**src/sv/bbsa_pkg.sv**
```systemverilog
// Package of shared constants and types for the summed-area box blur unit.
package bbsa_pkg;
	localparam int MAX_WIDTH_DEF  = 256;
	localparam int MAX_HEIGHT_DEF = 256;
	localparam int MAX_WINDOW_DEF = 200;
	localparam int SUM_W = 24;
	localparam int PIX_W = 8;
	localparam int CFG_IDX_W = 2;
	localparam int CFG_DATA_W = 9;
	localparam logic [CFG_IDX_W-1:0] REG_WIDTH  = 2'd0;
	localparam logic [CFG_IDX_W-1:0] REG_HEIGHT = 2'd1;
	localparam logic [CFG_IDX_W-1:0] REG_WINDOW = 2'd2;
	localparam logic REQ_LOAD  = 1'b0;
	localparam logic REQ_QUERY = 1'b1;

	typedef struct packed {
		logic start;
		logic [SUM_W-1:0] dividend;
		logic [SUM_W-1:0] divisor;
	} div_req_t;
endpackage

```
**src/sv/bbsa_divider.sv**
```systemverilog
// Restoring divider, one quotient bit per cycle.
module bbsa_divider (
	input  logic clk,
	input  logic arst_n,
	input  bbsa_pkg::div_req_t req,
	output logic busy,
	output logic done,
	output logic [bbsa_pkg::SUM_W-1:0] quotient
);
	localparam int W = bbsa_pkg::SUM_W;
	localparam int CW = $clog2(W + 1);
	logic [W-1:0] rem_q, quo_q, den_q;
	logic [CW-1:0] cnt_q;
	logic [W:0] trial;

	assign trial = {rem_q, quo_q[W-1]} - {1'b0, den_q};
	assign busy = (cnt_q != '0);
	assign quotient = quo_q;

	always_ff @(posedge clk or negedge arst_n) begin
		if (!arst_n) begin
			cnt_q <= '0;
			done <= 1'b0;
		end else begin
			done <= 1'b0;
			if (req.start) begin
				cnt_q <= CW'(W);
			end else if (busy) begin
				cnt_q <= cnt_q - 1'b1;
				if (cnt_q == CW'(1)) done <= 1'b1;
			end
		end
	end

	always_ff @(posedge clk) begin
		if (req.start) begin
			rem_q <= '0;
			quo_q <= req.dividend;
			den_q <= req.divisor;
		end else if (busy) begin
			if (!trial[W]) begin
				rem_q <= trial[W-1:0];
				quo_q <= {quo_q[W-2:0], 1'b1};
			end else begin
				rem_q <= {rem_q[W-2:0], quo_q[W-1]};
				quo_q <= {quo_q[W-2:0], 1'b0};
			end
		end
	end
endmodule

```
**config.mk**
```make
export PLATFORM = sky130hd
export DESIGN_NAME = bbsa_divider
export DESIGN_NICKNAME = d
export VERILOG_FILES = /design/src/sv/bbsa_pkg.sv /design/src/sv/bbsa_divider.sv
export SDC_FILE = /design/constraint.sdc
export NUM_CORES = 1
export LEC_CHECK = 0
export BUFFER_PORTS_ARGS = -buffer_cell sky130_fd_sc_hd__buf_4
export CORE_MARGIN = 5
export CORE_UTILIZATION = 40
export CTS_CLUSTER_SIZE = 20
export DETAILED_ROUTE_END_ITERATION = 16
export MAX_ROUTING_LAYER = met4
export PLACE_DENSITY = 0.56
export SKIP_CTS_REPAIR_TIMING = 1
export SLEW_MARGIN = 20
export SYNTH_ARGS = -nofsm -noshare
export SYNTH_HDL_FRONTEND = slang
export SYNTH_SLANG_ARGS = --single-unit
```
**constraint.sdc**
```tcl
create_clock -name clk -period 4.1 [get_ports clk]
set_clock_uncertainty 0.15 [all_clocks]
set_input_delay 0.41 -clock clk [delete_from_list [all_inputs] [get_ports clk]]
set_output_delay 0.41 -clock clk [all_outputs]
set_load 0.01 [all_outputs]
```
==> results.md, run 1 <==
* Status: completed
* Die Footprint at 0.0135 mm²
* Most area-hungry cell type in the Yosys netlist: edfxtp_1
* DRT Wirelength at 10100 µm
* Fmax at 292 MHz
* Initial Util at 41.2%
* CP endpoint kind: flip-flop
* CP max stage delay at 420 ps
* Final global-route overflow total at 0
* CP Buf/Inv Count at 2
* Reg power frac at 33.8%
* Post-synth EDFFs at 48
* TritonCTS clock tree: done
* Max-slew violation count at 0
* Reg clk slew, reported paths at 60 ps
* Crit-path leading delay family: compound AO/OA/AOI/OAI gates
* Port bufs at 76
* Final ANT Viol Nets at 0
* Sw Share at 35.5%
* IO Pins at 77
* Area Growth Syn to Fin at 23.4%
* HP Class: primary input to flip-flop
* Synth Warn # at 0
* Post-route DRC at 0
* Worst vdd ir at 0.320 mV
* Share of the synthesized area in the top cell type at 31.9%
* P_leak at 2.41 nW
* Synth area leaders: edfxtp_1 (32%), dfxtp_1 (11%), ha_1 (7.5%), mux2_2 (5.7%), nand2_1 (3.7%)
* Predominant post-synthesis flop cell: edfxtp_1
* Post-route total power at 3.34 mW
* Initial antenna violation count at 0
* Post-layout util at 50.8%
* Clk buf depth at 2
* Max_slew headroom at 60.6%
* First-pass GRT wire length at 16600 µm
* Fin. Hold Viols at 0
* Clock sinks at 78
* Die Wd at 116 µm
* Sw power at 1.19 mW
* Seq/Total Area, Yosys at 45.8%
* Layout fillers at 1024
* Post-synth cell types at 59
* CP arrival at 3510 ps
* DR vias at 3556
* Row count at 38
* RSZ-0062 raised after global routing: false
* Pwr per Cell Area at 598 mW/mm²
* Final Non-Filler Cells at 673
* Syn Area/Cell at 10.0 µm²
* Drt pass-1 iters at 5
* Synth async-reset ratio at 7.69%
* Total Neg Setup Slack at 0 ps
* Starting DRC count in detailed routing at 112
* Die H at 116 µm
* Clock power frac at 24.9%
* Mean number of vias per cell at 5.28
* Core area at 0.0110 mm²
* Clk_lat worst skew at 330 ps
* Cells after DPL at 656
* Setup crit start kind: flip-flop
* Area of the mapped netlist at 0.00452 mm²
* CP cell instances: inv_1 -> ha_1 -> fa_1 -> nor2b_1 -> o31ai_1 -> a31o_1 -> a21o_1 -> o21ai_4 -> xnor2_2 -> buf_4 -> or3_1 -> a311oi_1
* Setup CP Type: flip-flop to flip-flop
* Internal power at 2.15 mW
* Final period util at 83.6%
* Root Buffer Master: clkbuf_16
* Syn nets at 530
* Antenna Cells at 0
* GRT Resource Usage Total at 16.0%
* Layout cells sized above 1 at 23.3%
* Largest net degree at the start of global routing at 51
* Final setup viols at 0
* Syn Inst Count at 451
* Global placement routability congestion at 0.819
* Post-layout nets at 607
* Critical Path RT at 4180 ps
* CP max-delay cell: fa_1
* Hpwl dp at 7520 µm
* Maxcap violations at 0
* Power share of the combinational group at 41.3%
* Worst-Margin Slew at 576 ps
* H-Tree Depth at 3
* Vias in the first global route at 3431
* Min Tclk post-route at 3430 ps
* Yosys reg bits at 78
* CTS Buf Count at 9
* WL per Instance at 15.0 µm
* Crit-path max FO at 18
==> routing by layer <==
layer	track usage (%)	vias up	part of all wire, %
li1	-	1799	-
met1	21.7	1648	46
met2	24.2	105	45
met3	2.80	4	8.1
met4	5.26	0	0.71
met5	-	-	0
==> power groups by stage <==
stage / Sequential, mW / Combinational, mW / Clock [mW]
final: 1.13 / 1.38 / 0.831
after floorplan: 1.12 / 1.01 / 0
after CTS: 1.13 / 1.39 / 0.851
after global placement: 1.15 / 1.37 / 0
after detailed placement: 1.15 / 1.38 / 0
after global routing: 1.15 / 1.56 / 0.891
==> cell families after synthesis <==
group | after synthesis | synth area share (%)
multiplexers | 25 | 6.17
flip-flops | 78 | 45.8
XOR/XNOR | 18 | 3.65
AO/OA/AOI/OAI | 112 | 17.1
adder cells (fa/ha/maj) | 28 | 7.91
buffers and inverters | 49 | 4.18
AND/OR/NAND/NOR | 141 | 15.2
==> final cells by class <==
type                       instances  area (µm²)  share of cell area (%)
multi-input combinational        324        2270                    40.7
sequential                        78        2070                    37.1
timing repair buffer              84         633                    11.3
clock buffer                      14         275                    4.93
tap                              140         175                    3.14
inverter                          31         116                    2.08
clock inverter                     2        37.5                   0.672
==> stage by stage <==
step | hold slack [ps] | setup slack [ps] | area [µm²]
floorplan | -35.6 | 1080 | 4520
global placement | 72.4 | 806 | 5260
detailed placement | 71.7 | 669 | 5260
CTS | -281 | 650 | 5570
global route | 87.3 | 413 | 5580
finish | 103 | 673 | 5580
==> path summary, 6_finish.rpt <==
check | slack (ps) | end | cells past startpoint | start
max | 670 | rem_q[7]$_SDFFE_PP0P_ | 12 | quotient[23]$_DFFE_PP_
min | 100 | den_q[13]$_DFFE_PP_ | 1 | req[13]
max reg2reg | 670 | rem_q[7]$_SDFFE_PP0P_ | 12 | quotient[23]$_DFFE_PP_
min reg2reg | 350 | rem_q[6]$_SDFFE_PP0P_ | 2 | rem_q[5]$_SDFFE_PP0P_
max in group asynchronous | 3410 | cnt_q[2]$_DFFE_PN0P_ | 2 | arst_n
min in group asynchronous | 280 | done$_DFF_PN0_ | 2 | arst_n
==> layout by cell type, fill, tap and decap left out, types with 3 or more instances in the layout <==
cell | Yosys | layout
buf_4 | 0 | 83
edfxtp_1 | 48 | 48
nand2_1 | 45 | 45
nor2_1 | 37 | 37
inv_1 | 31 | 31
a21oi_1 | 29 | 29
ha_1 | 27 | 27
dfxtp_1 | 24 | 24
mux2_2 | 23 | 23
a311oi_1 | 16 | 16
a21o_1 | 15 | 15
xnor2_1 | 13 | 12
clkbuf_16 | 0 | 10
nor3_1 | 9 | 9
nand2b_1 | 10 | 9
and2_1 | 6 | 6
o21ai_0 | 6 | 6
o21ai_1 | 6 | 6
dfrtp_1 | 6 | 6
nor2b_1 | 5 | 5
o31ai_1 | 5 | 5
o211ai_1 | 5 | 5
nand3_1 | 5 | 5
o21a_1 | 4 | 4
a31oi_1 | 4 | 4
o22ai_1 | 4 | 4
xor2_1 | 4 | 4
nor3b_1 | 4 | 4
nand3b_1 | 3 | 3
clkbuf_1 | 14 | 3
==> sequential cells by signal, indices dropped and copies added, names as in the netlist <==
| signal | cells |
|---|---|
| den_q | 24 |
| cnt_q | 5 |
| rem_q | 24 |
| done | 1 |
| quotient | 24 |
==> synth_stat cells, types with 3 or more instances <==
cell type and number:
edfxtp_1 48, nand2_1 45, nor2_1 37, inv_1 31
a21oi_1 29, ha_1 27, dfxtp_1 24, mux2_2 23
a311oi_1 16, a21o_1 15, clkbuf_1 14, xnor2_1 13
nand2b_1 10, nor3_1 9, and2_1 6, dfrtp_1 6
o21ai_0 6, o21ai_1 6, nand3_1 5, nor2b_1 5
o211ai_1 5, o31ai_1 5, a31oi_1 4, buf_2 4
nor3b_1 4, o21a_1 4, o22ai_1 4, xor2_1 4
nand3b_1 3
==> worst reg2reg max path, delay by kind of cell (launching register included) <==
kind | cells | cell delay, ps
DFF | 1 | 350
and+or+nand+nor | 2 | 580
buffers and inverters | 2 | 310
adders and majority gates | 2 | 630
xor gates and xnor gates | 1 | 170
AOI/OAI and AO/OA | 5 | 1130
No activity file was read; power rests on OpenSTA's default activity.
==> run 2, diff against run 1 <==
- PLACE_DENSITY: 0.56 -> 0.58
- clock period: 4.1 -> 2.8 ns (I/O delays scaled with it)
==> results.md, run 2 (synthesis results as in run 1) <==
* Layout cells sized above 1 at 34.5% (was 23.3%)
* First-pass GRT wire length at 17800 µm (was 16600 µm)
* Final ANT Viol Nets at 0 (unchanged)
* DR vias at 3998 (was 3556)
* Final Non-Filler Cells at 778 (was 673)
* Largest net degree at the start of global routing at 34 (was 51)
* Starting DRC count in detailed routing at 209 (was 112)
* H-Tree Depth at 3 (unchanged)
* Final global-route overflow total at 0 (unchanged)
* Pwr per Cell Area at 891 mW/mm² (was 598 mW/mm²)
* Initial antenna violation count at 0 (unchanged)
* Area Growth Syn to Fin at 45.9% (was 23.4%)
* P_leak at 2.95 nW (was 2.41 nW)
* Die Wd at 116 µm (unchanged)
* CP arrival at 3100 ps (was 3510 ps)
* Multi-input gate area at 0.00236 mm² (was 0.00227 mm²)
* Reg clk slew, reported paths at 60 ps (about the same)
* TritonCTS clock tree: done (unchanged)
* DRT Wirelength at 11200 µm (was 10100 µm)
* Row count at 38 (unchanged)
* Setup CP Type: flip-flop to flip-flop (unchanged)
* Drt pass-1 iters at 4 (was 5)
* Post-layout nets at 712 (was 607)
* Port bufs at 76 (unchanged)
* Clock sinks at 78 (unchanged)
* Cells after DPL at 731 (was 656)
* Vias in the first global route at 3824 (was 3431)
* Most common cell after layout, fill and taps aside: buf_4 (unchanged)
* Crit-path max FO at 9 (was 18)
* Clk buf depth at 2 (unchanged)
* Core area at 0.0110 mm² (unchanged)
* Min Tclk post-route at 2990 ps (was 3430 ps)
* Worst vdd ir at 0.711 mV (was 0.320 mV)
* Initial Util at 41.2% (unchanged)
* RSZ-0062 raised after global routing: true (was false)
* Fin. Hold Viols at 0 (unchanged)
* Clk_lat worst skew at 350 ps (was 330 ps)
* Maxcap violations at 0 (unchanged)
* Mean number of vias per cell at 5.14 (was 5.28)
* Post-route total power at 5.88 mW (was 3.34 mW)
* Most frequent cells in the layout: buf_4 (159), edfxtp_1 (48), nand2_1 (45), nor2_1 (37), inv_1 (31) (was buf_4 (83), edfxtp_1 (48), nand2_1 (45), nor2_1 (37), inv_1 (31))
* HP Class: primary input to flip-flop (unchanged)
* Status: finished with violations (was completed)
* Hpwl dp at 8020 µm (was 7520 µm)
* Root Buffer Master: clkbuf_16 (unchanged)
* Max-slew violation count at 0 (unchanged)
* IO Pins at 77 (unchanged)
* CP endpoint kind: flip-flop (unchanged)
* Global placement routability congestion at 0.915 (was 0.819)
* Place WS at -354 ps (was 669 ps)
* CTS Buf Count at 9 (unchanged)
* Post-route DRC at 0 (unchanged)
* Antenna Cells at 0 (unchanged)
* Die H at 116 µm (unchanged)
* Max_slew headroom at 69.0% (was 60.6%)
* WL per Instance at 14.4 µm (was 15.0 µm)
* Register-to-register setup slack at -190 ps (was 670 ps)
* Setup ws final at -191 ps (was 673 ps)
* Final setup viols at 20 (was 0)
* GRT Resource Usage Total at 17.1% (was 16.0%)
* Failing checks: setup timing
* Worst-Margin Slew at 464 ps (was 576 ps)
* Setup crit start kind: flip-flop (unchanged)
* Critical Path RT at 2910 ps (was 4180 ps)
* Die Footprint at 0.0135 mm² (unchanged)
* Fmax at 334 MHz (was 292 MHz)
* Final period util at 107% (was 83.6%)
* Register Area at 0.00207 mm² (unchanged)
* Layout fillers at 937 (was 1024)
-- run 2: cell types whose count changed in the layout (fill, tap and decap cells not counted), moves of 2 or more --
cell	before	now
a2bb2oi_2	0	2
dlygate4sd3_1	1	25
a311oi_1	16	12
clkinv_4	0	2
buf_4	83	159
a2bb2oi_1	2	0
buf_12	0	2
a21oi_2	0	2
clkbuf_1	3	0
a311oi_2	0	4
a21oi_1	29	27
-- run 2: final timing paths --
path	to	startpoint	depth (start not counted)
max	rem_q[18]$_SDFFE_PP0P_	quotient[23]$_DFFE_PP_	13
min reg2reg	rem_q[8]$_SDFFE_PP0P_	rem_q[7]$_SDFFE_PP0P_	2
min in group asynchronous	cnt_q[2]$_DFFE_PN0P_	arst_n	2
min	quotient[0]$_DFFE_PP_	req[24]	3
max reg2reg	rem_q[18]$_SDFFE_PP0P_	quotient[23]$_DFFE_PP_	13
max in group asynchronous	cnt_q[3]$_DFFE_PN0P_	arst_n	2
-- run 2: metal layers --
metal  GRT usage, %  vias to the layer above  wire length [µm]
met4           4.18                        0               133
met1           21.8                     1872              5140
met5              -                        -                 0
met3           5.75                       12               615
met2           26.3                       94              5330
li1               -                     2020                 -
-- run 2: layout make-up --
cell class	instances	share of cell area, %
timing repair buffer	189	23.4
inverter	31	1.76
clock buffer	9	3.41
sequential	78	31.4
tap	140	2.65
multi-input combinational	324	35.8
clock inverter	7	1.59
-- run 2: power by group --
part / internal (mW) / switching (mW) / leakage (nW) / total [mW]
sequential: 1.47 / 0.166 / 0.757 / 1.63
combinational: 1.57 / 1.36 / 2.04 / 2.94
clock: 0.793 / 0.521 / 0.158 / 1.31
-- run 2: through the flow --
| step | hold WS [ps] | util, % | TNS [ps] | instance area, µm² |
|---|---|---|---|---|
| 2_1_floorplan | -166 | - | -1460 | 4560 |
| 4_1_cts | -437 | 56.4 | -5990 | 6200 |
| 5_1_grt | 60.4 | 60.1 | -5580 | 6600 |
| 3_3_place_gp | -59.7 | 53.4 | -3950 | 5870 |
| 6_report | 72.4 | 60.1 | -2880 | 6600 |
| 3_5_place_dp | -58.8 | 53.4 | -5320 | 5870 |
-- run 2: worst max-delay path, stage by stage, from the launching register on --
cell	delay (ps)
edfxtp_1	340
inv_1	60
ha_2	180
fa_2	370
nor2b_4	140
o31ai_2	80
a31o_1	210
a21o_1	200
o21ai_4	240
buf_6	150
xor2_4	260
clkbuf_16	220
nand2_1	60
a311oi_1	230
==> run 3, diff against run 2 <==
- RECOVER_POWER: default -> 50
==> results.md, run 3 (synthesis results as in run 1) <==
* HP Class: primary input to flip-flop (unchanged)
* RSZ-0062 raised after global routing: true (unchanged)
* Max-slew violation count at 0 (unchanged)
* Global placement routability congestion at 0.915 (unchanged)
* Met1 WL at 5110 µm (was 5140 µm)
* IO Pins at 77 (unchanged)
* Uppermost layer routed: met4 (unchanged)
* Post-route DRC at 0 (unchanged)
* Crit-path max FO at 9 (unchanged)
* Root Buffer Master: clkbuf_16 (unchanged)
* Failing checks: setup timing (unchanged)
* TritonCTS clock tree: done (unchanged)
* Reg clk slew, reported paths at 60 ps (about the same)
* Area Growth Syn to Fin at 45.5% (was 45.9%)
* Most frequent cells in the layout: buf_4 (130), edfxtp_1 (48), nand2_1 (45), nor2_1 (37), inv_1 (31) (was buf_4 (159), edfxtp_1 (48), nand2_1 (45), nor2_1 (37), inv_1 (31))
* Die H at 116 µm (unchanged)
* Met2 Wirelength at 5350 µm (was 5330 µm)
* Internal power at 3.83 mW (was 3.84 mW)
* Most common cell after layout, fill and taps aside: buf_4 (unchanged)
* Pwr per Cell Area at 893 mW/mm² (was 891 mW/mm²)
* WL per Instance at 14.4 µm (about the same)
* Clock power frac at 22.4% (was 22.3%)
* Sw Share at 34.8% (about the same)
* Die Footprint at 0.0135 mm² (unchanged)
* Vias in the first global route at 3824 (unchanged)
* Die Wd at 116 µm (unchanged)
* Post-route total power at 5.88 mW (about the same)
* Layout cells sized above 1 at 33.7% (was 34.5%)
* Final global-route overflow total at 0 (unchanged)
* Starting DRC count in detailed routing at 255 (was 209)
* Final ANT Viol Nets at 0 (unchanged)
* Reg power frac at 27.8% (about the same)
* Initial antenna violation count at 0 (unchanged)
* CTS Buf Count at 9 (unchanged)
* Min Tclk post-route at 3000 ps (was 2990 ps)
* Worst vdd ir at 0.710 mV (was 0.711 mV)
* Clk_lat worst skew at 350 ps (about the same)
* Worst-Margin Slew at 706 ps (was 464 ps)
* CP arrival at 3110 ps (was 3100 ps)
* Sw power at 2.04 mW (was 2.05 mW)
* CP endpoint kind: flip-flop (unchanged)
* Final setup viols at 20 (unchanged)
* Setup crit start kind: flip-flop (unchanged)
* GRT Resource Usage Total at 17.1% (unchanged)
* Fin. Hold Viols at 0 (unchanged)
* Post-layout util at 59.9% (was 60.1%)
* Maxcap violations at 0 (unchanged)
* Met3 wire length at 601 µm (was 615 µm)
* Mean number of vias per cell at 5.14 (unchanged)
* Drt pass-1 iters at 4 (unchanged)
* Setup CP Type: flip-flop to flip-flop (unchanged)
* Power share of the combinational group at 49.8% (was 49.9%)
* Clk buf depth at 2 (unchanged)
* DR vias at 3998 (unchanged)
* Critical Path RT at 2910 ps (about the same)
* Final period util at 107% (about the same)
* Core area at 0.0110 mm² (unchanged)
* First-pass GRT wire length at 17800 µm (unchanged)
* Fmax at 334 MHz (about the same)
* Status: finished with violations (unchanged)
* Initial Util at 41.2% (unchanged)
* Setup ws final at -195 ps (was -191 ps)
* H-Tree Depth at 3 (unchanged)
* P_leak at 2.93 nW (was 2.95 nW)
* Clock sinks at 78 (unchanged)
* DRT Wirelength at 11200 µm (about the same)
* Largest net degree at the start of global routing at 34 (unchanged)
* Hpwl dp at 8020 µm (unchanged)
* Row count at 38 (unchanged)
* Post-layout nets at 712 (unchanged)
* Max_slew headroom at 52.9% (was 69.0%)
* Antenna Cells at 0 (unchanged)
* Port bufs at 76 (unchanged)
run 3: cell count changes in the layout (fill, tap and decap cells not counted):
cell,change
buf_4,-29
clkbuf_1,+5
clkbuf_4,+24
run 3: through the flow:
stage	hold slack, ps	instance area [µm²]	TNS [ps]	instances	setup WS (ps)
finish	72.4	6580	-2890	778	-195
global route	60.4	6580	-5620	778	-327
CTS	-437	6200	-5990	747	-365
detailed placement	-58.8	5870	-5320	731	-354
global placement	-59.7	5870	-3950	731	-276
floorplan	-166	4560	-1460	451	-113
run 3: path summary, 6_finish.rpt:
check                                       start                endpoint  slack [ps]  depth (start not counted)
max                        quotient[23]$_DFFE_PP_  rem_q[18]$_SDFFE_PP0P_        -200                         13
min                                       req[24]   quotient[0]$_DFFE_PP_          70                          3
max reg2reg                quotient[23]$_DFFE_PP_  rem_q[18]$_SDFFE_PP0P_        -200                         13
min reg2reg                 rem_q[7]$_SDFFE_PP0P_   rem_q[8]$_SDFFE_PP0P_         350                          2
max in group asynchronous                  arst_n    cnt_q[3]$_DFFE_PN0P_        2090                          2
min in group asynchronous                  arst_n    cnt_q[2]$_DFFE_PN0P_         180                          2
run 3: final cells by class:
cell class              instances  area, µm²
fillers                       945       4400
multi-input cells             324       2360
flip-flops and latches         78       2070
repair buffers                189       1530
clock buffers                   9        225
well taps                     140        175
inverters                      31        116
clock inverters                 7        105
run 3: power groups by stage:
| stage | combinational [mW] | clock, mW | sequential (mW) |
|---|---|---|---|
| after floorplan | 1.53 | 0 | 1.65 |
| after CTS | 2.65 | 1.35 | 1.63 |
| after global routing | 3.24 | 1.39 | 1.66 |
| after detailed placement | 2.64 | 0 | 1.65 |
| after global placement | 2.61 | 0 | 1.64 |
| final | 2.93 | 1.31 | 1.63 |
run 3: per-layer routing:
metal	global-route usage, %	up-vias
li1	-	2021
met1	21.8	1879
met2	26.3	87
met3	5.75	11
met4	4.18	0
met5	-	-
run 3: worst max-delay path: stages, from the launching register on:
cell and delay (ps):
edfxtp_1 340, inv_1 60, ha_2 180, fa_2 370, nor2b_4 140, o31ai_2 80
a31o_1 210, a21o_1 200, o21ai_4 230, buf_6 150, xor2_4 270, clkbuf_16 220
nand2_1 70, a311oi_1 240
